`src/rtl/lcpi_pkg.sv`:
```
package lcpi_pkg;

  // Default parameter values
  localparam int SAMPLE_BITS_DEF = 12;
  localparam int SUM_BITS_DEF    = 32;

  // Fixed field widths
  localparam int NUM_CH        = 3;
  localparam int BRIGHT_BITS   = 8;
  localparam int GAIN_BITS     = 16;
  localparam int DUTY_BITS     = 16;
  localparam int DEAD_BITS     = 12;
  localparam int CFG_IDX_BITS  = 3;
  localparam int CFG_DATA_BITS = 16;

  localparam int CH_RED   = 0;
  localparam int CH_GREEN = 1;
  localparam int CH_BLUE  = 2;

  // Register reset values
  localparam logic [GAIN_BITS-1:0] GAIN_P_RST = 16'd5000;
  localparam logic [GAIN_BITS-1:0] GAIN_I_RST = 16'd2;
  localparam logic [GAIN_BITS-1:0] GAIN_D_RST = 16'd0;

  typedef enum logic [CFG_IDX_BITS-1:0] {
    REG_BRIGHT_RED   = 3'd0,
    REG_BRIGHT_GREEN = 3'd1,
    REG_BRIGHT_BLUE  = 3'd2,
    REG_PERIOD       = 3'd3,
    REG_DEAD         = 3'd4,
    REG_GAIN_P       = 3'd5,
    REG_GAIN_I       = 3'd6,
    REG_GAIN_D       = 3'd7
  } cfg_reg_t;

  // Brightness to target ADC code
  localparam int CUR_NUM  = 750;
  localparam int BR_DIV   = 256;
  localparam int ADC_FULL = 4096;
  localparam int ADC_MV   = 3300;
  localparam int TGT_BITS = 10;

  typedef logic [(1 << BRIGHT_BITS)-1:0][TGT_BITS-1:0] tgt_tab_t;

  function automatic tgt_tab_t build_tgt_tab();
    tgt_tab_t tab;
    int unsigned t;
    for (int b = 0; b < (1 << BRIGHT_BITS); b++) begin
      t = (CUR_NUM * b) / BR_DIV;
      tab[b] = TGT_BITS'((t * ADC_FULL) / ADC_MV);
    end
    return tab;
  endfunction

  localparam tgt_tab_t TARGET_TAB = build_tgt_tab();

  // Output scaling: 100000 = 3125 * 32
  localparam int SCALE_SHIFT = 5;
  localparam int SCALE_ODD   = 3125;
  localparam int PID_SCALE   = SCALE_ODD << SCALE_SHIFT;

  // Integral term limit, 2^61
  localparam int ILIM_LOG = 61;

  // Quotient saturates at +-2^QLIM_LOG, well past any duty value
  localparam int QLIM_LOG = 17;
  localparam logic [63:0] X_LIM = 64'(PID_SCALE) << QLIM_LOG;
  localparam int Y_BITS   = $clog2(2 * X_LIM + 1);
  localparam int N_BITS   = Y_BITS - SCALE_SHIFT;
  localparam int RCP_SHIFT = N_BITS + $clog2(SCALE_ODD);
  localparam longint unsigned RCP_MULT_L =
    ((64'd1 << RCP_SHIFT) + SCALE_ODD - 1) / SCALE_ODD;
  localparam int RCP_BITS = $clog2(RCP_MULT_L + 1);
  localparam logic [RCP_BITS-1:0] RCP_MULT = RCP_BITS'(RCP_MULT_L);
  localparam int PROD_BITS = N_BITS + RCP_BITS;
  localparam int QO_BITS   = QLIM_LOG + 2;

  // Pipeline control
  localparam int NUM_STG = 5;

  typedef struct packed {
    logic [NUM_STG-1:0] ld;
    logic               out_ld;
  } pipe_ctl_t;

endpackage

```
`src/rtl/lcpi_lane.sv`:
```
module lcpi_lane #(
  parameter int SAMPLE_BITS = lcpi_pkg::SAMPLE_BITS_DEF,
  parameter int SUM_BITS    = lcpi_pkg::SUM_BITS_DEF
) (
  input  logic                          clk,
  input  logic                          rst_n,
  input  lcpi_pkg::pipe_ctl_t           ctl,
  input  logic [SAMPLE_BITS-1:0]        sample_i,
  input  logic [lcpi_pkg::TGT_BITS-1:0] tgt_i,
  input  logic [lcpi_pkg::GAIN_BITS-1:0] kp_i,
  input  logic [lcpi_pkg::GAIN_BITS-1:0] ki_i,
  input  logic [lcpi_pkg::GAIN_BITS-1:0] kd_i,
  output logic [lcpi_pkg::QO_BITS-1:0]  qo_o,
  output logic                          tz_o
);
  import lcpi_pkg::*;

  localparam int ERR_BITS = ((SAMPLE_BITS > TGT_BITS) ? SAMPLE_BITS : TGT_BITS) + 1;
  localparam int SW       = ((SUM_BITS > ERR_BITS) ? SUM_BITS : ERR_BITS) + 1;
  localparam int P_BITS   = GAIN_BITS + 1 + ERR_BITS;
  localparam int D_BITS   = P_BITS + 1;
  localparam int I_BITS   = GAIN_BITS + 1 + SUM_BITS;
  localparam int XW       = ((I_BITS > ILIM_LOG + 2) ? I_BITS : ILIM_LOG + 2) + 2;

  localparam logic signed [SW-1:0] SUM_MAX = SW'({1'b0, {(SUM_BITS-1){1'b1}}});
  localparam logic signed [SW-1:0] SUM_MIN = ~SUM_MAX;
  localparam logic signed [XW-1:0] ILIM =
    {{(XW-ILIM_LOG-1){1'b0}}, 1'b1, {ILIM_LOG{1'b0}}};
  localparam logic signed [XW-1:0] XLIM = XW'(X_LIM);

  // Stage 1: error, saturating sum, error difference
  logic signed [SUM_BITS-1:0] sum_r, sum_nxt;
  logic signed [ERR_BITS-1:0] lerr_r, err;
  logic signed [SW-1:0]       sum_w;
  logic signed [ERR_BITS:0]   diff, diff1_r;
  logic                       tz1_r;

  always_comb begin
    err   = $signed({{(ERR_BITS-TGT_BITS){1'b0}}, tgt_i})
          - $signed({{(ERR_BITS-SAMPLE_BITS){1'b0}}, sample_i});
    sum_w = SW'(sum_r) + SW'(err);
    if (sum_w > SUM_MAX) begin
      sum_nxt = SUM_MAX[SUM_BITS-1:0];
    end else if (sum_w < SUM_MIN) begin
      sum_nxt = SUM_MIN[SUM_BITS-1:0];
    end else begin
      sum_nxt = sum_w[SUM_BITS-1:0];
    end
    diff = (ERR_BITS+1)'(err) - (ERR_BITS+1)'(lerr_r);
  end

  always_ff @(posedge clk) begin
    if (!rst_n) begin
      sum_r  <= '0;
      lerr_r <= '0;
    end else if (ctl.ld[0]) begin
      sum_r  <= sum_nxt;
      lerr_r <= err;
    end
  end

  always_ff @(posedge clk) begin
    if (ctl.ld[0]) begin
      diff1_r <= diff;
      tz1_r   <= (tgt_i == '0);
    end
  end

  // Stage 2: gain products (sum_r and lerr_r belong to the request in stage 1)
  logic signed [P_BITS-1:0] pp2_r;
  logic signed [I_BITS-1:0] ip2_r;
  logic signed [D_BITS-1:0] dp2_r;
  logic                     tz2_r;

  always_ff @(posedge clk) begin
    if (ctl.ld[1]) begin
      pp2_r <= P_BITS'($signed({1'b0, kp_i})) * P_BITS'(lerr_r);
      ip2_r <= I_BITS'($signed({1'b0, ki_i})) * I_BITS'(sum_r);
      dp2_r <= D_BITS'($signed({1'b0, kd_i})) * D_BITS'(diff1_r);
      tz2_r <= tz1_r;
    end
  end

  // Stage 3: limit integral term, add terms
  logic signed [XW-1:0] ip_x, isat, x3_r;
  logic                 tz3_r;

  always_comb begin
    ip_x = XW'(ip2_r);
    if (ip_x > ILIM) begin
      isat = ILIM;
    end else if (ip_x < -ILIM) begin
      isat = -ILIM;
    end else begin
      isat = ip_x;
    end
  end

  always_ff @(posedge clk) begin
    if (ctl.ld[2]) begin
      x3_r  <= isat + XW'(pp2_r) + XW'(dp2_r);
      tz3_r <= tz2_r;
    end
  end

  // Stage 4: saturate, offset to non-negative, drop the power-of-two factor
  logic signed [XW-1:0] xc, y;
  logic [N_BITS-1:0]    n4_r;
  logic                 tz4_r;

  always_comb begin
    if (x3_r > XLIM) begin
      xc = XLIM;
    end else if (x3_r < -XLIM) begin
      xc = -XLIM;
    end else begin
      xc = x3_r;
    end
    y = xc + XLIM;
  end

  always_ff @(posedge clk) begin
    if (ctl.ld[3]) begin
      n4_r  <= y[SCALE_SHIFT +: N_BITS];
      tz4_r <= tz3_r;
    end
  end

  // Stage 5: divide by the odd factor through a reciprocal multiply
  logic [PROD_BITS-1:0] prod;
  logic [QO_BITS-1:0]   qo_r;
  logic                 tz5_r;

  assign prod = PROD_BITS'(n4_r) * PROD_BITS'(RCP_MULT);

  always_ff @(posedge clk) begin
    if (ctl.ld[4]) begin
      qo_r  <= prod[RCP_SHIFT +: QO_BITS];
      tz5_r <= tz4_r;
    end
  end

  assign qo_o = qo_r;
  assign tz_o = tz5_r;

  a_sum_holds: assert property (@(posedge clk) disable iff (!rst_n)
    !ctl.ld[0] |=> $stable(sum_r) && $stable(lerr_r))
    else $error("channel state changed without an accepted request");

endmodule

```
`config.mk`:
```
export PLATFORM = sky130hd
export DESIGN_NAME = lcpi_lane
export DESIGN_NICKNAME = d
export VERILOG_FILES = /design/src/rtl/lcpi_pkg.sv /design/src/rtl/lcpi_lane.sv
export SDC_FILE = /design/constraint.sdc
export NUM_CORES = 2
export LEC_CHECK = 0
export BUFFER_PORTS_ARGS = -buffer_cell sky130_fd_sc_hd__buf_4
export CORE_UTILIZATION = 41
export CTS_CLUSTER_SIZE = 8
export DETAILED_ROUTE_END_ITERATION = 6
export PLACE_DENSITY = 0.54
export REMOVE_ABC_BUFFERS = 1
export SETUP_SLACK_MARGIN = 0.02
export SLEW_MARGIN = 20
export SYNTH_ARGS = -nofsm -noshare
export SYNTH_HDL_FRONTEND = slang
export SYNTH_SLANG_ARGS = --single-unit
```
`constraint.sdc`:
```
create_clock -name clk -period 9.22 [get_ports clk]
set_input_delay 0.922 -clock clk [delete_from_list [all_inputs] [get_ports clk]]
set_output_delay 0.922 -clock clk [all_outputs]
set_load 0.02 [all_outputs]
```
==> flow_metrics.env <==
export IMPL_synth_seq_area_share_pct=13.0
export IMPL_outcome="complete, no violations"
export IMPL_fp_coreArea_um2=152000
export IMPL_die_area_um2=155000
export IMPL_ys_flop_type="edfxtp_1"
export IMPL_first_global_vias=47084
export IMPL_max_freq_mhz=125
export IMPL_syn_avg_cell_area_um2=9.68
export IMPL_finalWirelength_um=159000
export IMPL_synth_edff_count=243
export IMPL_synth_top_family_by_area="adder cells"
export IMPL_cts_max_level=2
export IMPL_yosysWarnings=0
export IMPL_pre_cts_slack_ps=1040
export IMPL_critPathSlowestCell="edfxtp_1"
export IMPL_vias_per_cell=5.07
export IMPL_rsz0062_at_grt="false"
export IMPL_synth_mux_area_fraction_pct=0.175
export IMPL_top_layer="met5"
export IMPL_grt_usage_pct=21.2
export IMPL_hold_buffers=0
export IMPL_fillCellCount=14683
export IMPL_critPathKind="flip-flop to flip-flop"
export IMPL_cts_tree="done"
export IMPL_maxCapViolations=0
export IMPL_die_y_um=394
export IMPL_gr_total_overflow=0
export IMPL_cts_sinks=288
export IMPL_cp_start_kind="flip-flop"
export IMPL_antenna_found_initial=3
export IMPL_synth_compound_area_share_pct=7.72
export IMPL_yosys_area_top_type="fa_1"
export IMPL_root_buffer="clkbuf_16"
export IMPL_slowest_delay_ps=860
export IMPL_drv_slew=0
export IMPL_ios=98
export IMPL_dp_final_hpwl_um=131000
export IMPL_io_buffers=96
export IMPL_critPathCaptureType="flip-flop"
export IMPL_layout_drive_gt1_share_pct=3.73
export IMPL_fin_worst_skew_ps=30.3
export IMPL_synth_cell_types=91
export IMPL_drtAntennaViolNets=0
export IMPL_drc=0
export IMPL_path_clk_slew_ps=50
export IMPL_wl_met1_um=70700
export IMPL_crit_arrival_ps=8380
export IMPL_grt_max_degree=70
export IMPL_wl_per_cell_um=18.6
export IMPL_post_cts_resized=0
export IMPL_fin_crit_ps=8030
export IMPL_clock_path_buffers=3
export IMPL_post_cts_buffers=0
export IMPL_reg2reg_slack_ps=1190
export IMPL_clk_latency_ps=610
export IMPL_relSlewSlack_pct=22.8
export IMPL_crit_buf_inv=5
export IMPL_multi_input_area_um2=48400
export IMPL_crit_fanout=7
export IMPL_grt_pass1_wl_um=260000
export IMPL_synth_top_area_share_pct=37.9
export IMPL_synth_simple_area_share_pct=11.4
export IMPL_async_reset_ff_share_pct=0
export IMPL_place_gp_congestion=0.875
export IMPL_path_common_cell="fa_1"
export IMPL_hold_viol_final=0
export IMPL_worst_slack_ps=1190
export IMPL_finalSetupTns_ps=0
export IMPL_syn_inst=6518
export IMPL_synthAdderAreaFrac_pct=54.5
export IMPL_min_path_type="flip-flop to flip-flop"
export IMPL_worst_pin_slew_ps=1160
export IMPL_cts_buffers_inserted=42
export IMPL_wl_met3_um=6100
export IMPL_syn_cell_area_um2=63100
export IMPL_register_area_um2=8200
export IMPL_timing_final_crit_share_pct=87.1
export IMPL_setup_viol=0
export IMPL_nets=8603
export IMPL_cp_data_required_time_ps=9570
export IMPL_crit_family="adder cells"
export IMPL_yosys_register_bits=288
export IMPL_synthToLayoutAreaGrowth_pct=6.49
export IMPL_met2_length_um=78100
export IMPL_initial_core_util_pct=41.4
export IMPL_path_cells="ha_1, fa_1, inv_1, fa_1, fa_1, inv_1, fa_1, fa_1, fa_1, inv_1, fa_1, inv_1, ha_1, a21oi_1, nand3_1, a2111oi_2, a31oi_1, a21oi_1, buf_4, o211ai_1, a31o_2, a221oi_4, o211ai_1, xnor2_1"
export IMPL_synthXorXnorAreaFrac_pct=2.78
export IMPL_num_vias=43333
export IMPL_dr_pass1_iters=7
export IMPL_rows=143
export IMPL_die_w_um=394
export IMPL_drtIter0Drc=1884
export IMPL_synth_area_leaders="fa_1, ha_1, edfxtp_1"
-- synth_stat cells (all sizes together), types with 5 or more instances --
| cell | n |
|---|---|
| inv | 1522 |
| fa | 1196 |
| ha | 821 |
| nand2 | 707 |
| and2 | 317 |
| edfxtp | 243 |
| a21oi | 223 |
| clkbuf | 202 |
| nor2 | 155 |
| o21ai | 149 |
| xnor2 | 141 |
| a21o | 114 |
| xor2 | 59 |
| nand2b | 55 |
| dfxtp | 45 |
| nand4 | 42 |
| nand3 | 41 |
| o21bai | 39 |
| nor3 | 38 |
| nor2b | 36 |
| o21a | 36 |
| and3 | 33 |
| a211oi | 27 |
| a31oi | 26 |
| maj3 | 20 |
| nor4 | 20 |
| o211ai | 20 |
| buf | 12 |
| nand3b | 12 |
| o31ai | 12 |
| a21boi | 11 |
| mux2i | 11 |
| or3 | 11 |
| a2111oi | 9 |
| and4 | 8 |
| o31a | 8 |
| or2 | 7 |
| a221oi | 6 |
| a311oi | 6 |
| o211a | 6 |
| a211o | 5 |
| o311ai | 5 |
-- registers in the layout, summed over array words and instances (netlist names) --
name	flops
dp2_r	31
sum_r	32
tz_o	1
tz2_r	1
x3_r	65
diff1_r	14
tz4_r	1
tz1_r	1
lerr_r	13
qo_o	19
n4_r	30
ip2_r	49
pp2_r	30
tz3_r	1
-- cell type report --
cell class / instances / share of cell area, %
sequential: 288 / 12.2
clock inverter: 4 / 0.0559
inverter: 1522 / 8.50
antenna: 3 / 0.0112
tap: 2030 / 3.78
multi-input combinational: 4494 / 72.0
clock buffer: 51 / 1.66
timing repair buffer: 160 / 1.79
-- per-layer routing --
metal | up-vias | track usage [%]
met4 | 2 | 5.82
met5 | - | 0
li1 | 20307 | -
met1 | 22013 | 28.0
met2 | 807 | 36.8
met3 | 204 | 2.36
-- per-stage QoR --
step / hold slack [ps] / area (um2) / cells / util, %
6_report: 414 / 67200 / 8552 / 44.1
5_1_grt: 423 / 67200 / 8549 / 44.1
4_1_cts: 416 / 67200 / 8549 / 44.1
3_5_place_dp: 406 / 66000 / 8494 / 43.4
3_3_place_gp: 409 / 66000 / 8494 / 43.4
2_1_floorplan: 400 / 62300 / 6304 / -
-- final timing paths --
path	to	cells past startpoint	from
setup / recovery	qo_o[18]$_DFFE_PP_	24	n4_r[14]$_SDFFCE_PP0P_
hold / removal	tz_o$_DFFE_PP_	0	tz4_r$_DFFE_PP_
setup reg to reg	qo_o[18]$_DFFE_PP_	24	n4_r[14]$_SDFFCE_PP0P_
hold reg to reg	tz_o$_DFFE_PP_	0	tz4_r$_DFFE_PP_
-- layout by cell type, fill, tap and decap left out, drive strengths merged, types with 7 or more instances in the layout --
cell type,n
a21o,114
nor2b,36
o31ai,12
inv,1524
nor2,155
fa,1196
maj3,20
mux2i,11
ha,821
dfxtp,45
clkbuf,51
nand2,707
nand4,42
o31a,8
nor3,38
o21bai,39
a21boi,11
o21a,36
nor4,20
and4,8
a31oi,26
buf,160
a2111oi,9
o21ai,149
nand3,41
edfxtp,243
nand3b,12
or2,7
o211ai,20
and3,33
nand2b,55
and2,317
a21oi,223
or3,11
a211oi,27
xor2,59
xnor2,141
-- kinds of logic (layout without fill, tap and decap cells) --
group / after synthesis / after routing
xor gates and xnor gates: 200 / 200
DFF: 288 / 288
buffers and inverters: 1736 / 1737
adders and majority gates: 2037 / 2037
other: 0 / 3
AOI/OAI and AO/OA: 748 / 748
muxes: 11 / 11
and+or+nand+nor: 1498 / 1498
Power is left out: the tool's default activity adds up to more than one toggle a clock period on the data nets, which glitch-free logic cannot reach.
