File: src/rtl/lcpi_pkg.sv
package lcpi_pkg;

  // Default parameter values
  localparam int SAMPLE_BITS_DEF = 12;
  localparam int SUM_BITS_DEF    = 32;

  // Fixed field widths
  localparam int NUM_CH        = 3;
  localparam int BRIGHT_BITS   = 8;
  localparam int GAIN_BITS     = 16;
  localparam int DUTY_BITS     = 16;
  localparam int DEAD_BITS     = 12;
  localparam int CFG_IDX_BITS  = 3;
  localparam int CFG_DATA_BITS = 16;

  localparam int CH_RED   = 0;
  localparam int CH_GREEN = 1;
  localparam int CH_BLUE  = 2;

  // Register reset values
  localparam logic [GAIN_BITS-1:0] GAIN_P_RST = 16'd5000;
  localparam logic [GAIN_BITS-1:0] GAIN_I_RST = 16'd2;
  localparam logic [GAIN_BITS-1:0] GAIN_D_RST = 16'd0;

  typedef enum logic [CFG_IDX_BITS-1:0] {
    REG_BRIGHT_RED   = 3'd0,
    REG_BRIGHT_GREEN = 3'd1,
    REG_BRIGHT_BLUE  = 3'd2,
    REG_PERIOD       = 3'd3,
    REG_DEAD         = 3'd4,
    REG_GAIN_P       = 3'd5,
    REG_GAIN_I       = 3'd6,
    REG_GAIN_D       = 3'd7
  } cfg_reg_t;

  // Brightness to target ADC code
  localparam int CUR_NUM  = 750;
  localparam int BR_DIV   = 256;
  localparam int ADC_FULL = 4096;
  localparam int ADC_MV   = 3300;
  localparam int TGT_BITS = 10;

  typedef logic [(1 << BRIGHT_BITS)-1:0][TGT_BITS-1:0] tgt_tab_t;

  function automatic tgt_tab_t build_tgt_tab();
    tgt_tab_t tab;
    int unsigned t;
    for (int b = 0; b < (1 << BRIGHT_BITS); b++) begin
      t = (CUR_NUM * b) / BR_DIV;
      tab[b] = TGT_BITS'((t * ADC_FULL) / ADC_MV);
    end
    return tab;
  endfunction

  localparam tgt_tab_t TARGET_TAB = build_tgt_tab();

  // Output scaling: 100000 = 3125 * 32
  localparam int SCALE_SHIFT = 5;
  localparam int SCALE_ODD   = 3125;
  localparam int PID_SCALE   = SCALE_ODD << SCALE_SHIFT;

  // Integral term limit, 2^61
  localparam int ILIM_LOG = 61;

  // Quotient saturates at +-2^QLIM_LOG, well past any duty value
  localparam int QLIM_LOG = 17;
  localparam logic [63:0] X_LIM = 64'(PID_SCALE) << QLIM_LOG;
  localparam int Y_BITS   = $clog2(2 * X_LIM + 1);
  localparam int N_BITS   = Y_BITS - SCALE_SHIFT;
  localparam int RCP_SHIFT = N_BITS + $clog2(SCALE_ODD);
  localparam longint unsigned RCP_MULT_L =
    ((64'd1 << RCP_SHIFT) + SCALE_ODD - 1) / SCALE_ODD;
  localparam int RCP_BITS = $clog2(RCP_MULT_L + 1);
  localparam logic [RCP_BITS-1:0] RCP_MULT = RCP_BITS'(RCP_MULT_L);
  localparam int PROD_BITS = N_BITS + RCP_BITS;
  localparam int QO_BITS   = QLIM_LOG + 2;

  // Pipeline control
  localparam int NUM_STG = 5;

  typedef struct packed {
    logic [NUM_STG-1:0] ld;
    logic               out_ld;
  } pipe_ctl_t;

endpackage

File: src/rtl/lcpi_ctrl.sv
module lcpi_ctrl (
  input  logic               clk,
  input  logic               rst_n,
  input  logic               in_valid,
  output logic               in_ready,
  output logic               out_valid,
  input  logic               out_ready,
  output lcpi_pkg::pipe_ctl_t ctl
);
  import lcpi_pkg::*;

  logic [NUM_STG-1:0] v_r, v_nxt;
  logic               ov_r, ov_nxt;
  logic [NUM_STG:0]   rdy;

  // A stage takes a new request when it is empty or its content moves on
  always_comb begin
    rdy[NUM_STG] = !ov_r || out_ready;
    for (int k = NUM_STG - 1; k >= 0; k--) begin
      rdy[k] = !v_r[k] || rdy[k+1];
    end
    ctl.ld[0] = rdy[0] && in_valid;
    v_nxt[0]  = rdy[0] ? in_valid : v_r[0];
    for (int k = 1; k < NUM_STG; k++) begin
      ctl.ld[k] = rdy[k] && v_r[k-1];
      v_nxt[k]  = rdy[k] ? v_r[k-1] : v_r[k];
    end
    ctl.out_ld = rdy[NUM_STG] && v_r[NUM_STG-1];
    ov_nxt     = rdy[NUM_STG] ? v_r[NUM_STG-1] : ov_r;
  end

  always_ff @(posedge clk) begin
    if (!rst_n) begin
      v_r  <= '0;
      ov_r <= 1'b0;
    end else begin
      v_r  <= v_nxt;
      ov_r <= ov_nxt;
    end
  end

  assign in_ready  = rdy[0];
  assign out_valid = ov_r;

  a_full_when_blocked: assert property (@(posedge clk) disable iff (!rst_n)
    !in_ready |-> ((&v_r) && ov_r && !out_ready))
    else $error("input blocked while the pipeline has a free stage");

endmodule

File: config.mk
export PLATFORM = sky130hd
export DESIGN_NAME = lcpi_ctrl
export DESIGN_NICKNAME = d
export VERILOG_FILES = /design/src/rtl/lcpi_pkg.sv /design/src/rtl/lcpi_ctrl.sv
export SDC_FILE = /design/constraint.sdc
export NUM_CORES = 1
export LEC_CHECK = 0
export BUFFER_PORTS_ARGS = -buffer_cell sky130_fd_sc_hd__buf_4
export CORE_AREA = 4 4 41 43
export DETAILED_ROUTE_END_ITERATION = 16
export DIE_AREA = 0 0 45 47
export HOLD_SLACK_MARGIN = 0.1
export PLACE_DENSITY = 0.41
export SLEW_MARGIN = 25
export SYNTH_ARGS = -nofsm -noshare
export SYNTH_HDL_FRONTEND = slang
export SYNTH_SLANG_ARGS = --single-unit
File: constraint.sdc
create_clock -name clk -period 1 [get_ports clk]
set_input_delay 0.25 -clock clk [delete_from_list [all_inputs] [get_ports clk]]
set_output_delay 0.25 -clock clk [all_outputs]
set_load 0.01 [all_outputs]
==> impl_metrics.xml, run 1 <==
<?xml version="1.0" encoding="UTF-8"?>
<metrics>
  <group name="grt">
    <metric name="first_pass_grt_wire_length" unit="um">1228</metric>
    <metric name="global_route.usage.total" unit="">0.08689</metric>
    <metric name="antenna_found_initial" unit="">0</metric>
    <metric name="grt.overflow.total" unit="">0</metric>
    <metric name="number_of_global_route_vias_before_repair" unit="">298</metric>
    <metric name="grt_start_max_net_pins" unit="">10</metric>
  </group>
  <group name="route">
    <metric name="dr_vias" unit="">311</metric>
    <metric name="ant_nets" unit="">0</metric>
    <metric name="routed_wire_length_per_instance" unit="um">11.90</metric>
    <metric name="detail_route.wirelength" unit="um">821</metric>
    <metric name="detailedRoute.firstIterationViolations" unit="">2</metric>
    <metric name="drt_pre_antenna_iters" unit="">4</metric>
    <metric name="vias_per_cell" unit="">4.507</metric>
    <metric name="detail_route.drc_violations" unit="">0</metric>
  </group>
  <group name="critical_path">
    <metric name="worst-endpoint-required" unit="ns">0.75</metric>
    <metric name="cp-startpoint" unit="">v_r[3]$_SDFFE_PN0P_</metric>
    <metric name="timing_worst_setup_path_type" unit="">register to primary output</metric>
    <metric name="critical_path.reg2reg.startpoint" unit="">v_r[4]$_SDFFE_PN0P_</metric>
    <metric name="endpoint" unit="">ctl[2]</metric>
    <metric name="reg2reg_slack" unit="ns">-0.03</metric>
    <metric name="crit_start_category" unit="">register</metric>
    <metric name="rr_endpoint" unit="">v_r[4]$_SDFFE_PN0P_</metric>
    <metric name="cell_count_of_the_worst_reg_to_reg_path" unit="">4</metric>
    <metric name="critical_path.endpoint_type" unit="">primary output</metric>
    <metric name="worst-endpoint-arrival" unit="ns">1.13</metric>
    <metric name="crit_fanout" unit="">3</metric>
  </group>
  <group name="cells_and_area">
    <metric name="antennaDiodeCount" unit="">0</metric>
    <metric name="fillCellCount" unit="">143</metric>
    <metric name="post_route_cells_drive_above_1_share" unit="">0.6111</metric>
    <metric name="final_net_count" unit="">60</metric>
    <metric name="syn_to_final_growth" unit="%">87.67</metric>
    <metric name="final_design_area_excluding_fillers" unit="um2">533.0</metric>
  </group>
  <group name="sta">
    <metric name="report.final.slew_viol_count" unit="">0</metric>
    <metric name="unrepaired_setup_endpoints_after_global_routing" unit="">true</metric>
    <metric name="final_hold_vio_count" unit="">0</metric>
    <metric name="achievable-frequency" unit="GHz">0.7268</metric>
    <metric name="worstMarginPinSlew" unit="ns">0.1464</metric>
    <metric name="finalSetupViolCount" unit="">9</metric>
    <metric name="setup_clock_skew_after_layout" unit="ns">0.002208</metric>
    <metric name="finalCritPeriodShare" unit="">1.376</metric>
    <metric name="fin_ws" unit="ns">-0.3759</metric>
    <metric name="finalHoldWorstSlack" unit="ns">0.2278</metric>
    <metric name="slew-limit-headroom" unit="">0.9014</metric>
    <metric name="finalWorstPathRequiredPeriod" unit="ns">1.376</metric>
  </group>
  <group name="clock_network">
    <metric name="clockBufferDepth" unit="">2</metric>
    <metric name="insertion_delay" unit="ns">0.24</metric>
    <metric name="cts_inserted_buffers" unit="">3</metric>
    <metric name="htreeDepth" unit="">1</metric>
    <metric name="cts.sinks" unit="">6</metric>
    <metric name="clock_transition_at_the_registers_of_the_reported_paths" unit="ns">0.05</metric>
    <metric name="tritoncts" unit="">built</metric>
    <metric name="post_cts_hold_buffer_count" unit="">0</metric>
    <metric name="clockRootBuffer" unit="">sky130_fd_sc_hd__clkbuf_4</metric>
  </group>
  <group name="power_and_ir_drop">
    <metric name="cellLeakagePower" unit="nW">0.2617</metric>
    <metric name="vdd_ir_drop_max" unit="uV">513.9</metric>
    <metric name="total_power" unit="mW">0.5365</metric>
    <metric name="p_per_area" unit="nW/um2">1007</metric>
  </group>
  <group name="die">
    <metric name="placeableCoreArea" unit="um2">1301</metric>
    <metric name="core.rowCount" unit="">13</metric>
    <metric name="dieArea" unit="um2">2115</metric>
    <metric name="initial_core_util" unit="">0.2183</metric>
    <metric name="ios" unit="">12</metric>
    <metric name="die-width" unit="um">45</metric>
    <metric name="chipHeight" unit="um">47</metric>
  </group>
  <group name="yosys">
    <metric name="ys.warnings.count" unit="">0</metric>
    <metric name="mappedNetlistArea" unit="um2">284.0</metric>
    <metric name="post-synth-top-area-fraction" unit="">0.4229</metric>
    <metric name="synth_area_per_cell" unit="um2">8.876</metric>
    <metric name="ys_types" unit="">16</metric>
    <metric name="top_cells_by_area_in_the_synthesized_netlist" unit="">sky130_fd_sc_hd__dfxtp_1, sky130_fd_sc_hd__o21a_1, sky130_fd_sc_hd__nor2b_1</metric>
    <metric name="synth.largest_area_cell" unit="">sky130_fd_sc_hd__dfxtp_1</metric>
    <metric name="synth-seq-cells" unit="">6</metric>
    <metric name="synth_nets" unit="">36</metric>
    <metric name="postSynthCellCount" unit="">32</metric>
    <metric name="synth-seq-area-share" unit="">0.4229</metric>
  </group>
  <group name="min_path">
    <metric name="hold_path.class" unit="">primary input to register</metric>
  </group>
  <group name="job">
    <metric name="max_cap_viol" unit="">0</metric>
  </group>
  <group name="outcome">
    <metric name="outcome" unit="">finished with violations</metric>
    <metric name="violations" unit="">negative setup slack</metric>
  </group>
  <group name="placed_design">
    <metric name="dpl_worst_slack" unit="ns">-0.2268</metric>
    <metric name="dpl-instance-area" unit="um2">439.2</metric>
    <metric name="port_buffers" unit="">11</metric>
    <metric name="final_weighted_congestion_in_routability_driven_placement" unit="">0.7299</metric>
  </group>
</metrics>
metrics by stage:
stage	setup TNS, ns	util	std cells
after floorplan	-0.03153	-	32
after global placement	-0.9820	0.3375	63
after detailed placement	-1.125	0.3375	63
after CTS	-2.533	0.3740	67
after global routing	-3.017	0.4096	69
final	-2.470	0.4096	69
kinds of logic after synthesis:
family	after synthesis	synth area share
compound gates	9	0.2071
buf+inv	2	0.03081
flops	6	0.4229
simple gates	15	0.3392
per-layer routing:
layer,share of wire,vias up,global-route usage
met5,0,-,0
met4,0.011,0,0.08772
met3,0.055,2,0.04215
met2,0.52,9,0.1384
met1,0.41,141,0.07955
li1,-,159,-
critical path: stages, from the launching register on:
cell and delay, ns:
sky130_fd_sc_hd__dfxtp_2 0.36, sky130_fd_sc_hd__and4b_2 0.29, sky130_fd_sc_hd__a31oi_2 0.09, sky130_fd_sc_hd__buf_4 0.15
where the power goes:
part | total [mW] | internal, mW | switching, mW
Sequential | 0.246 | 0.242 | 0.00448
Combinational | 0.0687 | 0.0397 | 0.0290
Clock | 0.221 | 0.136 | 0.0858
Total | 0.537 | 0.417 | 0.119
area by class of cell:
class	count	area [um2]	share of cell area
multi-input combinational	24	185.2	0.3474
timing repair buffer	20	172.7	0.3239
clock buffer	3	22.52	0.04225
sequential	6	130.1	0.2441
inverter	1	3.754	0.007042
tap	15	18.77	0.03521
layout by cell type (no fill, tap or decap), types with 2 or more instances in the layout:
cell	instances
sky130_fd_sc_hd__buf_4	14
sky130_fd_sc_hd__buf_6	6
sky130_fd_sc_hd__clkbuf_4	3
sky130_fd_sc_hd__dfxtp_1	2
sky130_fd_sc_hd__dfxtp_2	2
sky130_fd_sc_hd__dfxtp_4	2
sky130_fd_sc_hd__nand2_1	4
sky130_fd_sc_hd__nand3_1	2
sky130_fd_sc_hd__nor2b_1	2
sky130_fd_sc_hd__o21a_1	4
sky130_fd_sc_hd__o21ai_0	3
repair_timing:
item	CTS	global route
setup buffers	1	2
gates cloned	0	0
setup endpoints to repair	7	8
pin swaps	3	4
gates resized for setup	6	8
worst min-delay path by stage:
stage | to | depth (start not counted) | startpoint | slack [ns]
3_5_place_dp | v_r[0]$_SDFFE_PN0P_ | 3 | in_valid | 0.47
3_3_place_gp | v_r[0]$_SDFFE_PN0P_ | 3 | in_valid | 0.47
6_report | v_r[0]$_SDFFE_PN0P_ | 3 | in_valid | 0.23
2_1_floorplan | v_r[0]$_SDFFE_PN0P_ | 2 | in_valid | 0.36
5_1_grt | v_r[0]$_SDFFE_PN0P_ | 3 | in_valid | 0.22
4_1_cts | v_r[0]$_SDFFE_PN0P_ | 3 | in_valid | 0.22
Yosys cell counts, drive strengths merged:
master	count
a21boi	1
a31oi	1
and2	1
and3b	1
and4b	1
clkbuf	1
dfxtp	6
inv	1
nand2	4
nand3	2
nand4	1
nand4b	1
nor2b	3
o21a	4
o21ai	3
or2	1
registers in the layout (all words and copies together) (netlist names):
register	count
v_r	5
out_valid	1
No activity file was read; power rests on OpenSTA's default activity.
==> run 2, diff against run 1 <==
- SETUP_SLACK_MARGIN: unset -> 0.05
==> run 2 against run 1 <==
The flow still finishes with violations (negative setup slack). First-iteration DRC count down 100%. Critical path type unchanged. Fmax up 1.4%. Wire length down 5.5%. Sequential power up 2%. Largest cell class is now buffers.
==> impl_metrics.xml, run 2 (same netlist as run 1, synthesis figures left out) <==
<?xml version="1.0" encoding="UTF-8"?>
<metrics>
  <group name="critical_path">
    <metric name="timing_worst_setup_path_type" unit="">register to primary output</metric>
    <metric name="critical_path.endpoint_type" unit="">primary output</metric>
    <metric name="worst-endpoint-required" unit="ns">0.75</metric>
    <metric name="crit_start_category" unit="">register</metric>
    <metric name="worst-endpoint-arrival" unit="ns">1.11</metric>
    <metric name="crit_fanout" unit="">4</metric>
  </group>
  <group name="die">
    <metric name="chipHeight" unit="um">47</metric>
    <metric name="dieArea" unit="um2">2115</metric>
    <metric name="ios" unit="">12</metric>
    <metric name="placeableCoreArea" unit="um2">1301</metric>
    <metric name="initial_core_util" unit="">0.2183</metric>
    <metric name="core.rowCount" unit="">13</metric>
    <metric name="die-width" unit="um">45</metric>
  </group>
  <group name="power_and_ir_drop">
    <metric name="cellLeakagePower" unit="nW">0.2564</metric>
    <metric name="p_per_area" unit="nW/um2">1026</metric>
    <metric name="total_power" unit="mW">0.5416</metric>
    <metric name="vdd_ir_drop_max" unit="uV">574.3</metric>
  </group>
  <group name="grt">
    <metric name="grt_start_max_net_pins" unit="">10</metric>
    <metric name="number_of_global_route_vias_before_repair" unit="">328</metric>
    <metric name="grt_busiest_layer" unit="">met2</metric>
    <metric name="met3_usage" unit="">0.02682</metric>
    <metric name="use_met1" unit="">0.09382</metric>
    <metric name="first_pass_grt_wire_length" unit="um">1352</metric>
    <metric name="grt_use_met2" unit="">0.1638</metric>
    <metric name="global_route.usage.total" unit="">0.09105</metric>
    <metric name="antenna_found_initial" unit="">0</metric>
    <metric name="grt.overflow.total" unit="">0</metric>
  </group>
  <group name="job">
    <metric name="max_cap_viol" unit="">0</metric>
  </group>
  <group name="clock_network">
    <metric name="cts_inserted_buffers" unit="">3</metric>
    <metric name="clock_transition_at_the_registers_of_the_reported_paths" unit="ns">0.05</metric>
    <metric name="insertion_delay" unit="ns">0.24</metric>
    <metric name="clockBufferDepth" unit="">2</metric>
    <metric name="cts.sinks" unit="">6</metric>
    <metric name="tritoncts" unit="">built</metric>
    <metric name="clockRootBuffer" unit="">sky130_fd_sc_hd__clkbuf_4</metric>
    <metric name="htreeDepth" unit="">1</metric>
    <metric name="post_cts_hold_buffer_count" unit="">0</metric>
  </group>
  <group name="route">
    <metric name="routed_wire_length_per_instance" unit="um">10.78</metric>
    <metric name="vias_per_cell" unit="">4.472</metric>
    <metric name="detailedRoute.firstIterationViolations" unit="">0</metric>
    <metric name="detail_route.wirelength" unit="um">776</metric>
    <metric name="drt_pre_antenna_iters" unit="">1</metric>
    <metric name="ant_nets" unit="">0</metric>
    <metric name="dr_vias" unit="">322</metric>
    <metric name="detail_route.drc_violations" unit="">0</metric>
  </group>
  <group name="sta">
    <metric name="fin_ws" unit="ns">-0.3574</metric>
    <metric name="finalWorstPathRequiredPeriod" unit="ns">1.357</metric>
    <metric name="setup_clock_skew_after_layout" unit="ns">0.002432</metric>
    <metric name="finalSetupViolCount" unit="">9</metric>
    <metric name="finalCritPeriodShare" unit="">1.357</metric>
    <metric name="setup_total_negative_slack" unit="ns">-2.549</metric>
    <metric name="achievable-frequency" unit="GHz">0.7367</metric>
    <metric name="unrepaired_setup_endpoints_after_global_routing" unit="">true</metric>
    <metric name="finalHoldWorstSlack" unit="ns">0.2198</metric>
    <metric name="final_hold_vio_count" unit="">0</metric>
    <metric name="report.final.slew_viol_count" unit="">0</metric>
    <metric name="worstMarginPinSlew" unit="ns">0.1202</metric>
    <metric name="slew-limit-headroom" unit="">0.9190</metric>
  </group>
  <group name="min_path">
    <metric name="hold_path.class" unit="">primary input to register</metric>
  </group>
  <group name="placed_design">
    <metric name="final_weighted_congestion_in_routability_driven_placement" unit="">0.7144</metric>
    <metric name="port_buffers" unit="">11</metric>
    <metric name="dpl-instance-area" unit="um2">464.2</metric>
    <metric name="placedCellCount" unit="">66</metric>
    <metric name="post-dp-hpwl" unit="um">621.3</metric>
  </group>
  <group name="cells_and_area">
    <metric name="final_cell_count_no_fill" unit="">72</metric>
    <metric name="largest-register" unit="">v_r</metric>
    <metric name="flip_flop_count_of_the_largest_register_after_layout" unit="">5</metric>
    <metric name="fillCellCount" unit="">138</metric>
    <metric name="layout_commonest_cell" unit="">sky130_fd_sc_hd__buf_4</metric>
    <metric name="post_route_cells_drive_above_1_share" unit="">0.6491</metric>
    <metric name="syn_to_final_growth" unit="%">85.90</metric>
    <metric name="final_design_area_excluding_fillers" unit="um2">528.0</metric>
    <metric name="final_net_count" unit="">63</metric>
    <metric name="antennaDiodeCount" unit="">0</metric>
    <metric name="final_cell_mix" unit="">sky130_fd_sc_hd__buf_4, sky130_fd_sc_hd__o21a_1, sky130_fd_sc_hd__nand2_1, sky130_fd_sc_hd__dfxtp_2</metric>
  </group>
  <group name="outcome">
    <metric name="violations" unit="">negative setup slack</metric>
    <metric name="outcome" unit="">finished with violations</metric>
  </group>
</metrics>
run 2: cell types whose count changed in the layout (fill, tap and decap cells not counted):
cell	before	now
sky130_fd_sc_hd__buf_6	6	2
sky130_fd_sc_hd__nor2b_1	2	1
sky130_fd_sc_hd__nor2b_2	0	1
sky130_fd_sc_hd__dfxtp_4	2	0
sky130_fd_sc_hd__nand4b_4	1	0
sky130_fd_sc_hd__and2_4	1	0
sky130_fd_sc_hd__and3b_1	1	0
sky130_fd_sc_hd__and2_1	0	1
sky130_fd_sc_hd__buf_4	14	21
sky130_fd_sc_hd__and3b_2	0	1
sky130_fd_sc_hd__nand4b_2	0	1
sky130_fd_sc_hd__dfxtp_2	2	4
run 2: through the flow:
stage / worst slack, ns / util
finish: -0.3574 / 0.4058
global route: -0.4165 / 0.4058
CTS: -0.3850 / 0.3923
detailed placement: -0.2305 / 0.3567
global placement: -0.2042 / 0.3567
floorplan: -0.01980 / -
run 2: critical path, cell delays in order (launching register included):
cell and delay (ns):
sky130_fd_sc_hd__dfxtp_2 0.35, sky130_fd_sc_hd__nand4b_2 0.14, sky130_fd_sc_hd__or2_1 0.23, sky130_fd_sc_hd__buf_4 0.14
run 2: final timing paths:
path,start,to,slack (ns),depth (start not counted)
max reg2reg,v_r[4]$_SDFFE_PN0P_,v_r[4]$_SDFFE_PN0P_,-0.15,5
min,in_valid,v_r[0]$_SDFFE_PN0P_,0.22,3
max,out_valid$_SDFFE_PN0P_,in_ready,-0.36,3
min reg2reg,v_r[0]$_SDFFE_PN0P_,v_r[1]$_SDFFE_PN0P_,0.56,3
run 2: layer usage:
metal / up-vias / share of wire
met5: - / 0
met4: 0 / 0
met3: 0 / 0.075
met2: 9 / 0.55
met1: 149 / 0.37
li1: 164 / -
run 2: final cells by class:
cell class	instances	area [um2]	area share
well taps	15	18.77	0.03555
repair buffers	23	180.2	0.3412
clock buffers	3	22.52	0.04265
inverters	1	3.754	0.007109
flip-flops and latches	6	125.1	0.2370
multi-input cells	24	177.7	0.3365
run 2: timing repair:
item / 4_1_cts / 5_1_grt
pin swaps: 0 / 3
setup endpoints to repair: 9 / 10
resized for setup: 5 / 2
setup buffers: 1 / 2
run 2: power breakdown:
part           switching (mW)  internal, mW  total [mW]
Combinational          0.0284        0.0386      0.0670
Sequential            0.00371         0.247       0.250
Clock                  0.0885         0.136       0.224
Total                   0.121         0.421       0.542
