`config.mk`:
```
export PLATFORM = sky130hd
export DESIGN_NAME = lcpi_merge
export DESIGN_NICKNAME = d
export VERILOG_FILES = /design/src/rtl/lcpi_pkg.sv /design/src/rtl/lcpi_merge.sv
export SDC_FILE = /design/constraint.sdc
export NUM_CORES = 1
export LEC_CHECK = 0
export BUFFER_PORTS_ARGS = -buffer_cell sky130_fd_sc_hd__buf_2
export CORE_ASPECT_RATIO = 1.75
export CORE_MARGIN = 2
export CORE_UTILIZATION = 50
export DETAILED_ROUTE_END_ITERATION = 6
export PLACE_DENSITY_LB_ADDON = 0.2
export SLEW_MARGIN = 40
export SYNTH_ARGS = -nofsm -noshare
export SYNTH_HDL_FRONTEND = slang
export SYNTH_SLANG_ARGS = --single-unit
```
`constraint.sdc`:
```
create_clock -name clk -period 7.45 [get_ports clk]
set_input_delay 0.3725 -clock clk [delete_from_list [all_inputs] [get_ports clk]]
set_output_delay 0.3725 -clock clk [all_outputs]
set_load 0.02 [all_outputs]
```
`src/rtl/lcpi_pkg.sv`:
```
package lcpi_pkg;

  // Default parameter values
  localparam int SAMPLE_BITS_DEF = 12;
  localparam int SUM_BITS_DEF    = 32;

  // Fixed field widths
  localparam int NUM_CH        = 3;
  localparam int BRIGHT_BITS   = 8;
  localparam int GAIN_BITS     = 16;
  localparam int DUTY_BITS     = 16;
  localparam int DEAD_BITS     = 12;
  localparam int CFG_IDX_BITS  = 3;
  localparam int CFG_DATA_BITS = 16;

  localparam int CH_RED   = 0;
  localparam int CH_GREEN = 1;
  localparam int CH_BLUE  = 2;

  // Register reset values
  localparam logic [GAIN_BITS-1:0] GAIN_P_RST = 16'd5000;
  localparam logic [GAIN_BITS-1:0] GAIN_I_RST = 16'd2;
  localparam logic [GAIN_BITS-1:0] GAIN_D_RST = 16'd0;

  typedef enum logic [CFG_IDX_BITS-1:0] {
    REG_BRIGHT_RED   = 3'd0,
    REG_BRIGHT_GREEN = 3'd1,
    REG_BRIGHT_BLUE  = 3'd2,
    REG_PERIOD       = 3'd3,
    REG_DEAD         = 3'd4,
    REG_GAIN_P       = 3'd5,
    REG_GAIN_I       = 3'd6,
    REG_GAIN_D       = 3'd7
  } cfg_reg_t;

  // Brightness to target ADC code
  localparam int CUR_NUM  = 750;
  localparam int BR_DIV   = 256;
  localparam int ADC_FULL = 4096;
  localparam int ADC_MV   = 3300;
  localparam int TGT_BITS = 10;

  typedef logic [(1 << BRIGHT_BITS)-1:0][TGT_BITS-1:0] tgt_tab_t;

  function automatic tgt_tab_t build_tgt_tab();
    tgt_tab_t tab;
    int unsigned t;
    for (int b = 0; b < (1 << BRIGHT_BITS); b++) begin
      t = (CUR_NUM * b) / BR_DIV;
      tab[b] = TGT_BITS'((t * ADC_FULL) / ADC_MV);
    end
    return tab;
  endfunction

  localparam tgt_tab_t TARGET_TAB = build_tgt_tab();

  // Output scaling: 100000 = 3125 * 32
  localparam int SCALE_SHIFT = 5;
  localparam int SCALE_ODD   = 3125;
  localparam int PID_SCALE   = SCALE_ODD << SCALE_SHIFT;

  // Integral term limit, 2^61
  localparam int ILIM_LOG = 61;

  // Quotient saturates at +-2^QLIM_LOG, well past any duty value
  localparam int QLIM_LOG = 17;
  localparam logic [63:0] X_LIM = 64'(PID_SCALE) << QLIM_LOG;
  localparam int Y_BITS   = $clog2(2 * X_LIM + 1);
  localparam int N_BITS   = Y_BITS - SCALE_SHIFT;
  localparam int RCP_SHIFT = N_BITS + $clog2(SCALE_ODD);
  localparam longint unsigned RCP_MULT_L =
    ((64'd1 << RCP_SHIFT) + SCALE_ODD - 1) / SCALE_ODD;
  localparam int RCP_BITS = $clog2(RCP_MULT_L + 1);
  localparam logic [RCP_BITS-1:0] RCP_MULT = RCP_BITS'(RCP_MULT_L);
  localparam int PROD_BITS = N_BITS + RCP_BITS;
  localparam int QO_BITS   = QLIM_LOG + 2;

  // Pipeline control
  localparam int NUM_STG = 5;

  typedef struct packed {
    logic [NUM_STG-1:0] ld;
    logic               out_ld;
  } pipe_ctl_t;

endpackage

```
`src/rtl/lcpi_merge.sv`:
```
module lcpi_merge (
  input  logic                                              clk,
  input  logic                                              rst_n,
  input  lcpi_pkg::pipe_ctl_t                               ctl,
  input  logic [lcpi_pkg::NUM_CH-1:0][lcpi_pkg::QO_BITS-1:0] qo_i,
  input  logic [lcpi_pkg::NUM_CH-1:0]                       tz_i,
  input  logic [lcpi_pkg::DUTY_BITS-1:0]                    period_i,
  input  logic [lcpi_pkg::DEAD_BITS-1:0]                    dead_i,
  output logic [lcpi_pkg::NUM_CH-1:0][lcpi_pkg::DUTY_BITS-1:0] duty_o
);
  import lcpi_pkg::*;

  localparam int M_BITS = QO_BITS + 2;
  localparam logic signed [M_BITS-1:0] QOFF = M_BITS'(1 << QLIM_LOG);

  logic [NUM_CH-1:0][DUTY_BITS-1:0] duty_r, duty_nxt;
  logic [DUTY_BITS-1:0]             win_end;
  logic signed [M_BITS-1:0]         end_e, dead_e;
  logic signed [M_BITS-1:0]         m [NUM_CH];
  logic signed [M_BITS-1:0]         m_hi [NUM_CH];
  logic signed [M_BITS-1:0]         m_lo [NUM_CH];

  // The duty register doubles as the previous duty of each channel
  always_comb begin
    win_end = period_i - DUTY_BITS'(dead_i);
    end_e   = $signed(M_BITS'(win_end));
    dead_e  = $signed(M_BITS'(dead_i));
    for (int c = 0; c < NUM_CH; c++) begin
      m[c]    = $signed(M_BITS'(duty_r[c])) + $signed(M_BITS'(qo_i[c])) - QOFF;
      m_hi[c] = (m[c] > end_e) ? end_e : m[c];
      m_lo[c] = (m_hi[c] < dead_e) ? dead_e : m_hi[c];
      duty_nxt[c] = tz_i[c] ? '0 : m_lo[c][DUTY_BITS-1:0];
    end
  end

  always_ff @(posedge clk) begin
    if (!rst_n) begin
      duty_r <= '0;
    end else if (ctl.out_ld) begin
      duty_r <= duty_nxt;
    end
  end

  assign duty_o = duty_r;

  for (genvar g = 0; g < NUM_CH; g++) begin : g_chk
    a_duty_floor: assert property (@(posedge clk) disable iff (!rst_n)
      ctl.out_ld |=> (duty_r[g] == '0) || (duty_r[g] >= DUTY_BITS'($past(dead_i))))
      else $error("duty below dead time");
  end

endmodule

```
==> results.json, run 1 <==
{
  "synth_top_area_cell": "ha_1",
  "die_h_um": 171,
  "skew_ns": 0.00677,
  "grt_pass1_wl_um": 42600,
  "synthesis.area_mm2": 0.00797,
  "drt_pre_antenna_iters": 5,
  "cp-end-kind": "register",
  "synth.top_cells.by_area": "ha_1 (20%), dfxtp_1 (12%), xnor2_1 (4.7%)",
  "largest_reg_flops": 48,
  "max_slew_margin_pct": 54.5,
  "syn_inst": 1010,
  "fp-row-count": 61,
  "synth_edf_count": 0,
  "yosys-top-cells-count": "ha_1 (127), nand2_1 (92), inv_1 (73)",
  "yosysTopAreaCellShare_pct": 19.9,
  "hold_depth": 2,
  "ir_drop_mv": 0.112,
  "yosysMostFrequentCell": "ha_1",
  "syn_avg_cell_area_um2": 7.89,
  "final.period_utilization_pct": 92.0,
  "finalHoldViolCount": 0,
  "clk_root_buffer_cell": "clkbuf_16",
  "drc": 0,
  "dp_cells": 1343,
  "grt_max_degree": 25,
  "synth_nets": 1237,
  "tightest_slew_ns": 0.677,
  "wire_per_inst_um": 20.4,
  "cts_tree": "yes",
  "place.detailed.hpwl_um": 23400,
  "drt_iter0_drc": 346,
  "wl_um": 27500,
  "run_status": "completed",
  "powerDensity_mw_per_mm2": 176,
  "die-width_um": 99.4,
  "critical_path_arrival_ns": 7.10,
  "drt-vias-per-instance": 6.20,
  "clock_sinks": 48,
  "grt_pass1_vias": 8375,
  "crit_fanout": 13,
  "fp.dieArea_mm2": 0.0170,
  "async_reset_ff_share_pct": 0,
  "cts_buffers": 5,
  "hp-class": "input pin to register",
  "antenna_found_initial": 0,
  "ant_nets": 0,
  "drv_cap": 0,
  "maxSlewViolCount": 0,
  "initial_core_util_pct": 50.7,
  "diodes": 0,
  "required_ns": 7.70,
  "cp-start-kind": "input pin",
  "io_pins": 144,
  "via_count": 8370,
  "power.leakage_uw": 0.00451,
  "ys_ff_latch": 48,
  "fillers": 1535,
  "worstSkewPairLatency_ns": 0.30,
  "numPortBuffers": 138,
  "synthToLayoutAreaGrowth_pct": 15.9,
  "fin_cells": 1351,
  "rr_worst_depth": 29,
  "drive_gt1_share_pct": 20.1,
  "htree_num_levels": 2,
  "path_clk_slew_ns": 0.07,
  "ys_types": 86,
  "core_mm2": 0.0157,
  "gp_congestion": 1.00,
  "synth_ff_type": "dfxtp_1",
  "clockBufferDepth": 2,
  "cts_setup_buffers": 0,
  "grt_use_total_pct": 32.1,
  "final.setup.tns_ns": 0,
  "rsz0062_at_grt": "false",
  "min_period_ns": 6.86,
  "finalSetupViolCount": 0,
  "final_nets": 1388,
  "path_class": "input pin to register",
  "yosys_warnings": 0,
  "grt_remaining_overflow": 0,
  "clock.fmax_ghz": 0.146,
  "ys_seq_area_share_pct": 12.1
}
-- worst paths after layout --
kind               from    endpoint  slack [ns]
max           dead_i[1]  duty_o[16]        0.59
min               rst_n  duty_o[47]        0.37
max reg2reg  duty_o[16]  duty_o[16]        0.73
min reg2reg  duty_o[36]  duty_o[36]        0.47
-- layer usage --
layer	track usage (%)	share of wire (%)	vias up
li1	-	-	4090
met1	32.5	36	3908
met2	57.9	50	270
met3	3.51	4.2	102
met4	27.0	9.9	0
met5	0	0	-
-- per-stage QoR --
| step | hold WS (ns) | instance area (um2) | total power, uW | utilization (%) | worst slack (ns) |
|---|---|---|---|---|---|
| floorplan | 0.494 | 7970 | 1040 | - | 0.888 |
| global placement | 0.457 | 9060 | 1350 | 57.6 | 0.321 |
| detailed placement | 0.466 | 9070 | 1370 | 57.7 | 0.261 |
| CTS | 0.359 | 9220 | 1610 | 58.7 | 0.576 |
| global route | 0.366 | 9240 | 1750 | 58.7 | 0.108 |
| finish | 0.368 | 9240 | 1620 | 58.7 | 0.594 |
-- power by group --
group | switching [uW] | total [uW] | internal, uW
Combinational | 631 | 1090 | 456
Clock | 106 | 240 | 134
Sequential | 18.4 | 296 | 278
Total | 755 | 1620 | 867
-- critical path: stages --
cell and delay [ns]:
buf_2 0.19, inv_1 0.13, ha_1 0.28, a21o_1 0.18, a41o_1 0.30, a21boi_0 0.32, o21ai_0 0.13, a21o_1 0.22
a31o_2 0.26, xnor2_1 0.22, inv_1 0.21, ha_1 0.36, or2_2 0.30, maj3_1 0.35, a21o_1 0.19, a31oi_2 0.17
buf_4 0.22, mux2_2 0.36, ha_1 0.30, nand4_1 0.14, nand2b_1 0.17, a2111oi_0 0.44, o31ai_1 0.12, mux2_2 0.29
buf_4 0.18, a2111oi_0 0.50, a221o_1 0.18
-- repair_timing --
| item | in CTS | in global routing |
|---|---|---|
| resized for setup | 0 | 1 |
| hold buffers | 0 | 0 |
| setup endpoints to repair | 0 | 10 |
-- placed cells by master, fill, tap and decap left out, types with 36 or more instances in the layout --
cell type  count
ha_1         127
o21ai_0       51
a21o_1        48
nor2_1        46
inv_1         73
dfxtp_1       48
buf_2        138
xnor2_1       43
buf_4         36
nand2_1       92
a21oi_1       69
-- area by class of cell --
type | count | area (um2) | area share, %
inverters | 73 | 274 | 2.97
well taps | 189 | 236 | 2.56
flip-flops and latches | 48 | 961 | 10.4
clock buffers | 7 | 143 | 1.54
multi-input cells | 857 | 6620 | 71.7
clock inverters | 1 | 7.51 | 0.0813
repair buffers | 176 | 996 | 10.8
-- kinds of logic after synthesis --
logic type | count (synthesis) | synth area share (%)
AOI/OAI and AO/OA | 341 | 30.2
and+or+nand+nor | 273 | 17.3
adders and majority gates | 138 | 21.8
buffers and inverters | 105 | 5.12
xor gates and xnor gates | 64 | 8.04
DFF | 48 | 12.1
muxes | 41 | 5.47
(Power assumes the default switching activity.)
==> run 2, diff against run 1 <==
--- a/config.mk
+++ b/config.mk
@@ -8,9 +8,10 @@
 export BUFFER_PORTS_ARGS = -buffer_cell sky130_fd_sc_hd__buf_2
 export CORE_ASPECT_RATIO = 1.75
 export CORE_MARGIN = 2
-export CORE_UTILIZATION = 50
+export CORE_UTILIZATION = 30
 export DETAILED_ROUTE_END_ITERATION = 6
 export PLACE_DENSITY_LB_ADDON = 0.2
+export RECOVER_POWER = 50
 export SLEW_MARGIN = 40
 export SYNTH_ARGS = -nofsm -noshare
 export SYNTH_HDL_FRONTEND = slang
==> run 2 against run 1 <==
- global-route usage decreased by 9.9 points
- register-to-register slack worse by 0.03 ns
- hold slack lost 0.038 ns
==> results.json, run 2 (synthesis results as in run 1) <==
{
  "reg2reg_from": "duty_o[16]",
  "fp.dieArea_mm2": 0.0279,
  "fillers": 2827,
  "min_period_ns": 6.87,
  "layout_common_cells": "ha_1 (127), nand2_1 (92), buf_2 (90)",
  "final_nets": 1402,
  "fp-row-count": 78,
  "drt_iter0_drc": 379,
  "drc": 0,
  "worstSkewPairLatency_ns": 0.32,
  "tightest_slew_ns": 0.733,
  "grt_pass1_wl_um": 47300,
  "path_class": "input pin to register",
  "cts_tree": "yes",
  "clock_sinks": 48,
  "crit_family": "compound AO/OA/AOI/OAI gates",
  "holdBufCountCts": 0,
  "powerDensity_mw_per_mm2": 177,
  "hp-start": "rst_n",
  "grt_use_total_pct": 22.3,
  "crit_top_cell": "a21o_1",
  "clk_root_buffer_cell": "clkbuf_16",
  "hold_end": "duty_o[47]",
  "cts_setup_buffers": 0,
  "clock.fmax_ghz": 0.146,
  "r2r-end": "duty_o[27]",
  "maxSlewViolCount": 0,
  "drive_gt1_share_pct": 16.9,
  "die-width_um": 127,
  "initial_core_util_pct": 30.6,
  "max_stage_delay_ns": 0.60,
  "wire_per_inst_um": 20.8,
  "htree_num_levels": 2,
  "rsz0062_at_grt": "false",
  "antenna_found_initial": 0,
  "rr_worst_depth": 31,
  "drt_pre_antenna_iters": 5,
  "io_pins": 144,
  "numPortBuffers": 138,
  "cp-end-kind": "register",
  "cp-start-kind": "input pin",
  "max_slew_margin_pct": 51.1,
  "crit_fanout": 15,
  "required_ns": 7.71,
  "register_area_um2": 961,
  "hold_depth": 2,
  "clockBufferDepth": 2,
  "synthToLayoutAreaGrowth_pct": 18.6,
  "grt_pass1_vias": 8283,
  "skew_ns": 0.00571,
  "critical_path_arrival_ns": 7.12,
  "diodes": 0,
  "layout_commonest_cell": "ha_1",
  "grt_max_degree": 26,
  "core_mm2": 0.0261,
  "final.setup.tns_ns": 0,
  "power.leakage_uw": 0.00439,
  "path_clk_slew_ns": 0.07,
  "grt_remaining_overflow": 0,
  "hp-class": "input pin to register",
  "cts_buffers": 5,
  "finalHoldViolCount": 0,
  "ant_nets": 0,
  "largest_reg_flops": 48,
  "r2r_slack_ns": 0.70,
  "power_uw": 1680,
  "via_count": 8330,
  "slowest_stage": "nor2b_1",
  "wl_um": 31200,
  "finalSetupViolCount": 0,
  "drt-vias-per-instance": 5.57,
  "post_cts_resized": 0,
  "final.period_utilization_pct": 92.2,
  "die_h_um": 220,
  "run_status": "completed",
  "critPathBufInv": 4,
  "multi_input_area_mm2": 0.00661,
  "ir_drop_mv": 0.0908,
  "drv_cap": 0,
  "place.detailed.hpwl_um": 26600,
  "gp_congestion": 0.970
}
[run 2: area by class of cell]
cell class                      count  area share [%]
Multi-Input combinational cell    857            69.9
Timing Repair Buffer              190            11.2
Sequential cell                    48            10.2
Tap cell                          320            4.24
Inverter                           73            2.90
Clock buffer                        6            1.47
Clock inverter                      2           0.146
[run 2: layer usage]
layer	vias to the layer above	GRT usage, %	part of all wire [%]
met5	-	0	0
met4	0	10.6	4.8
met3	54	1.70	2.6
met2	186	44.5	55
met1	3969	23.0	38
li1	4121	-	-
[run 2: how the worst max path moves through the flow]
stage                           from  cells after the start         end  slack [ns]
final                      dead_i[4]                     33  duty_o[27]        0.58
after global routing       dead_i[4]                     31  duty_o[27]        0.09
after CTS                  dead_i[4]                     31  duty_o[25]        0.63
after detailed placement   dead_i[4]                     30  duty_o[19]        0.33
after global placement     dead_i[4]                     30  duty_o[16]        0.35
after floorplan           duty_o[32]                     34  duty_o[34]        0.89
[run 2: through the flow]
step	hold slack [ns]	instances	worst slack (ns)	utilization, %	instance area, um2
after floorplan	0.494	1010	0.888	-	7970
after global placement	0.458	1488	0.352	35.9	9360
after detailed placement	0.460	1488	0.335	35.9	9360
after CTS	0.324	1496	0.632	36.5	9510
after global routing	0.336	1496	0.0939	36.3	9450
final	0.329	1496	0.585	36.3	9450
[run 2: where the power goes]
part	internal, uW	total [uW]	leakage (uW)	switching, uW
logic	474	1120	0.00392	648
registers	277	297	0.000391	19.3
clock network	135	257	0.0000772	122
==> run 3, diff against run 2 <==
--- a/config.mk
+++ b/config.mk
@@ -8,7 +8,7 @@
 export BUFFER_PORTS_ARGS = -buffer_cell sky130_fd_sc_hd__buf_2
 export CORE_ASPECT_RATIO = 1.75
 export CORE_MARGIN = 2
-export CORE_UTILIZATION = 30
+export CORE_UTILIZATION = 55
 export DETAILED_ROUTE_END_ITERATION = 6
 export PLACE_DENSITY_LB_ADDON = 0.2
 export RECOVER_POWER = 50
==> run 3 against run 2 <==
- fmax down 2.4%
- wire length down 14%
- hold slack better by 0.040 ns
- critical path depth down 1
- utilization up 28 points
- clock-buffer cell count unchanged
- largest power group unchanged
==> results.json, run 3 (synthesis results as in run 1) <==
{
  "run_status": "completed",
  "cts_setup_buffers": 0,
  "grt_max_degree": 25,
  "final_util_pct": 63.9,
  "cp-end-kind": "register",
  "clk_root_buffer_cell": "clkbuf_16",
  "final.setup.tns_ns": 0,
  "core_mm2": 0.0143,
  "crit_top_cell": "a21o_1",
  "fp-row-count": 58,
  "powerDensity_mw_per_mm2": 174,
  "grt_use_total_pct": 34.8,
  "rsz0062_at_grt": "false",
  "register_area_um2": 961,
  "crit_fanout": 24,
  "drc": 0,
  "power.leakage_uw": 0.00429,
  "drive_gt1_share_pct": 15.3,
  "clockBufferDepth": 2,
  "hold_ws_ns": 0.369,
  "met3_usage_pct": 3.04,
  "max_stage_delay_ns": 0.38,
  "synthToLayoutAreaGrowth_pct": 14.7,
  "fp.dieArea_mm2": 0.0155,
  "critical_path_arrival_ns": 7.21,
  "grt_remaining_overflow": 0,
  "multi_input_area_mm2": 0.00662,
  "ant_nets": 0,
  "gp_congestion": 1.04,
  "grtUsageMet2_pct": 62.0,
  "ir_drop_mv": 0.0901,
  "hp-class": "input pin to register",
  "grt_pass1_wl_um": 41400,
  "place.detailed.hpwl_um": 22700,
  "max_slew_margin_pct": 56.5,
  "drv_cap": 0,
  "path_clk_slew_ns": 0.06,
  "via_count": 8498,
  "layout_common_cells": "ha_1 (127), nand2_1 (92), buf_2 (90)",
  "drt_pre_antenna_iters": 7,
  "fillers": 1356,
  "final_design_area_no_fill_mm2": 0.00913,
  "finalSetupViolCount": 0,
  "clock_sinks": 48,
  "required_ns": 7.63,
  "antenna_found_initial": 0,
  "initial_core_util_pct": 55.7,
  "grt_util_met1_pct": 35.8,
  "wire_per_inst_um": 20.0,
  "grt-busiest-layer": "met2",
  "slowest_stage": "mux2_2",
  "worstSkewPairLatency_ns": 0.30,
  "cp-start-kind": "input pin",
  "drt_iter0_drc": 390,
  "grt_pass1_vias": 8378,
  "die-width_um": 95.0,
  "final_nets": 1382,
  "tightest_slew_ns": 0.646,
  "cts_buffers": 5,
  "min_period_ns": 7.03,
  "largest_reg_flops": 48,
  "holdBufCountCts": 0,
  "finalHoldViolCount": 0,
  "drt-vias-per-instance": 6.37,
  "die_h_um": 163,
  "placedInstanceArea_mm2": 0.00905,
  "path_class": "input pin to register",
  "skew_ns": 0.00861,
  "maxSlewViolCount": 0,
  "clock.fmax_ghz": 0.142,
  "cts_tree": "yes",
  "htree_num_levels": 2,
  "wl_um": 26700,
  "diodes": 0,
  "numPortBuffers": 138,
  "layout_commonest_cell": "ha_1",
  "io_pins": 144,
  "final.period_utilization_pct": 94.4,
  "post_cts_resized": 0
}
-- run 3: metal layers --
metal  routed length [um]  up-vias  part of all wire [%]
met5                    0        -                     0
met4                 2690        0                    10
met3                 1150      131                   4.3
met2                13300      332                    50
met1                 9550     3960                    36
li1                     -     4075                     -
-- run 3: worst paths after layout --
path	startpoint	to	slack, ns	cells after the start
max	dead_i[1]	duty_o[24]	0.42	32
min	rst_n	duty_o[46]	0.37	2
max reg2reg	duty_o[17]	duty_o[24]	0.69	28
min reg2reg	duty_o[36]	duty_o[36]	0.47	2
-- run 3: power breakdown --
| part | switching (uW) | internal [uW] |
|---|---|---|
| Combinational | 626 | 446 |
| Sequential | 19.0 | 278 |
| Clock | 103 | 123 |
| Total | 748 | 846 |
-- run 3: area by class of cell --
cell class | count | share of cell area, %
inverters | 73 | 3.00
flip-flops and latches | 48 | 10.5
clock buffers | 6 | 1.41
well taps | 180 | 2.47
clock inverters | 1 | 0.0548
multi-input cells | 857 | 72.4
repair buffers | 170 | 10.1
-- run 3: per-stage QoR --
step           worst slack (ns)  cells  total power (uW)
2_1_floorplan             0.888   1010              1040
3_3_place_gp              0.506   1326              1340
3_5_place_dp              0.409   1328              1360
4_1_cts                   0.608   1335              1590
5_1_grt                  0.0687   1335              1710
6_report                  0.418   1335              1590
-- run 3: critical path: cells and delay by family --
| kind | cells | cell delay [ns] |
|---|---|---|
| AND/OR/NAND/NOR | 8 | 1.24 |
| AO/OA/AOI/OAI | 14 | 3.08 |
| adder cells (fa/ha/maj) | 3 | 0.93 |
| XOR/XNOR | 1 | 0.19 |
| multiplexers | 2 | 0.70 |
| buffers and inverters | 4 | 0.65 |
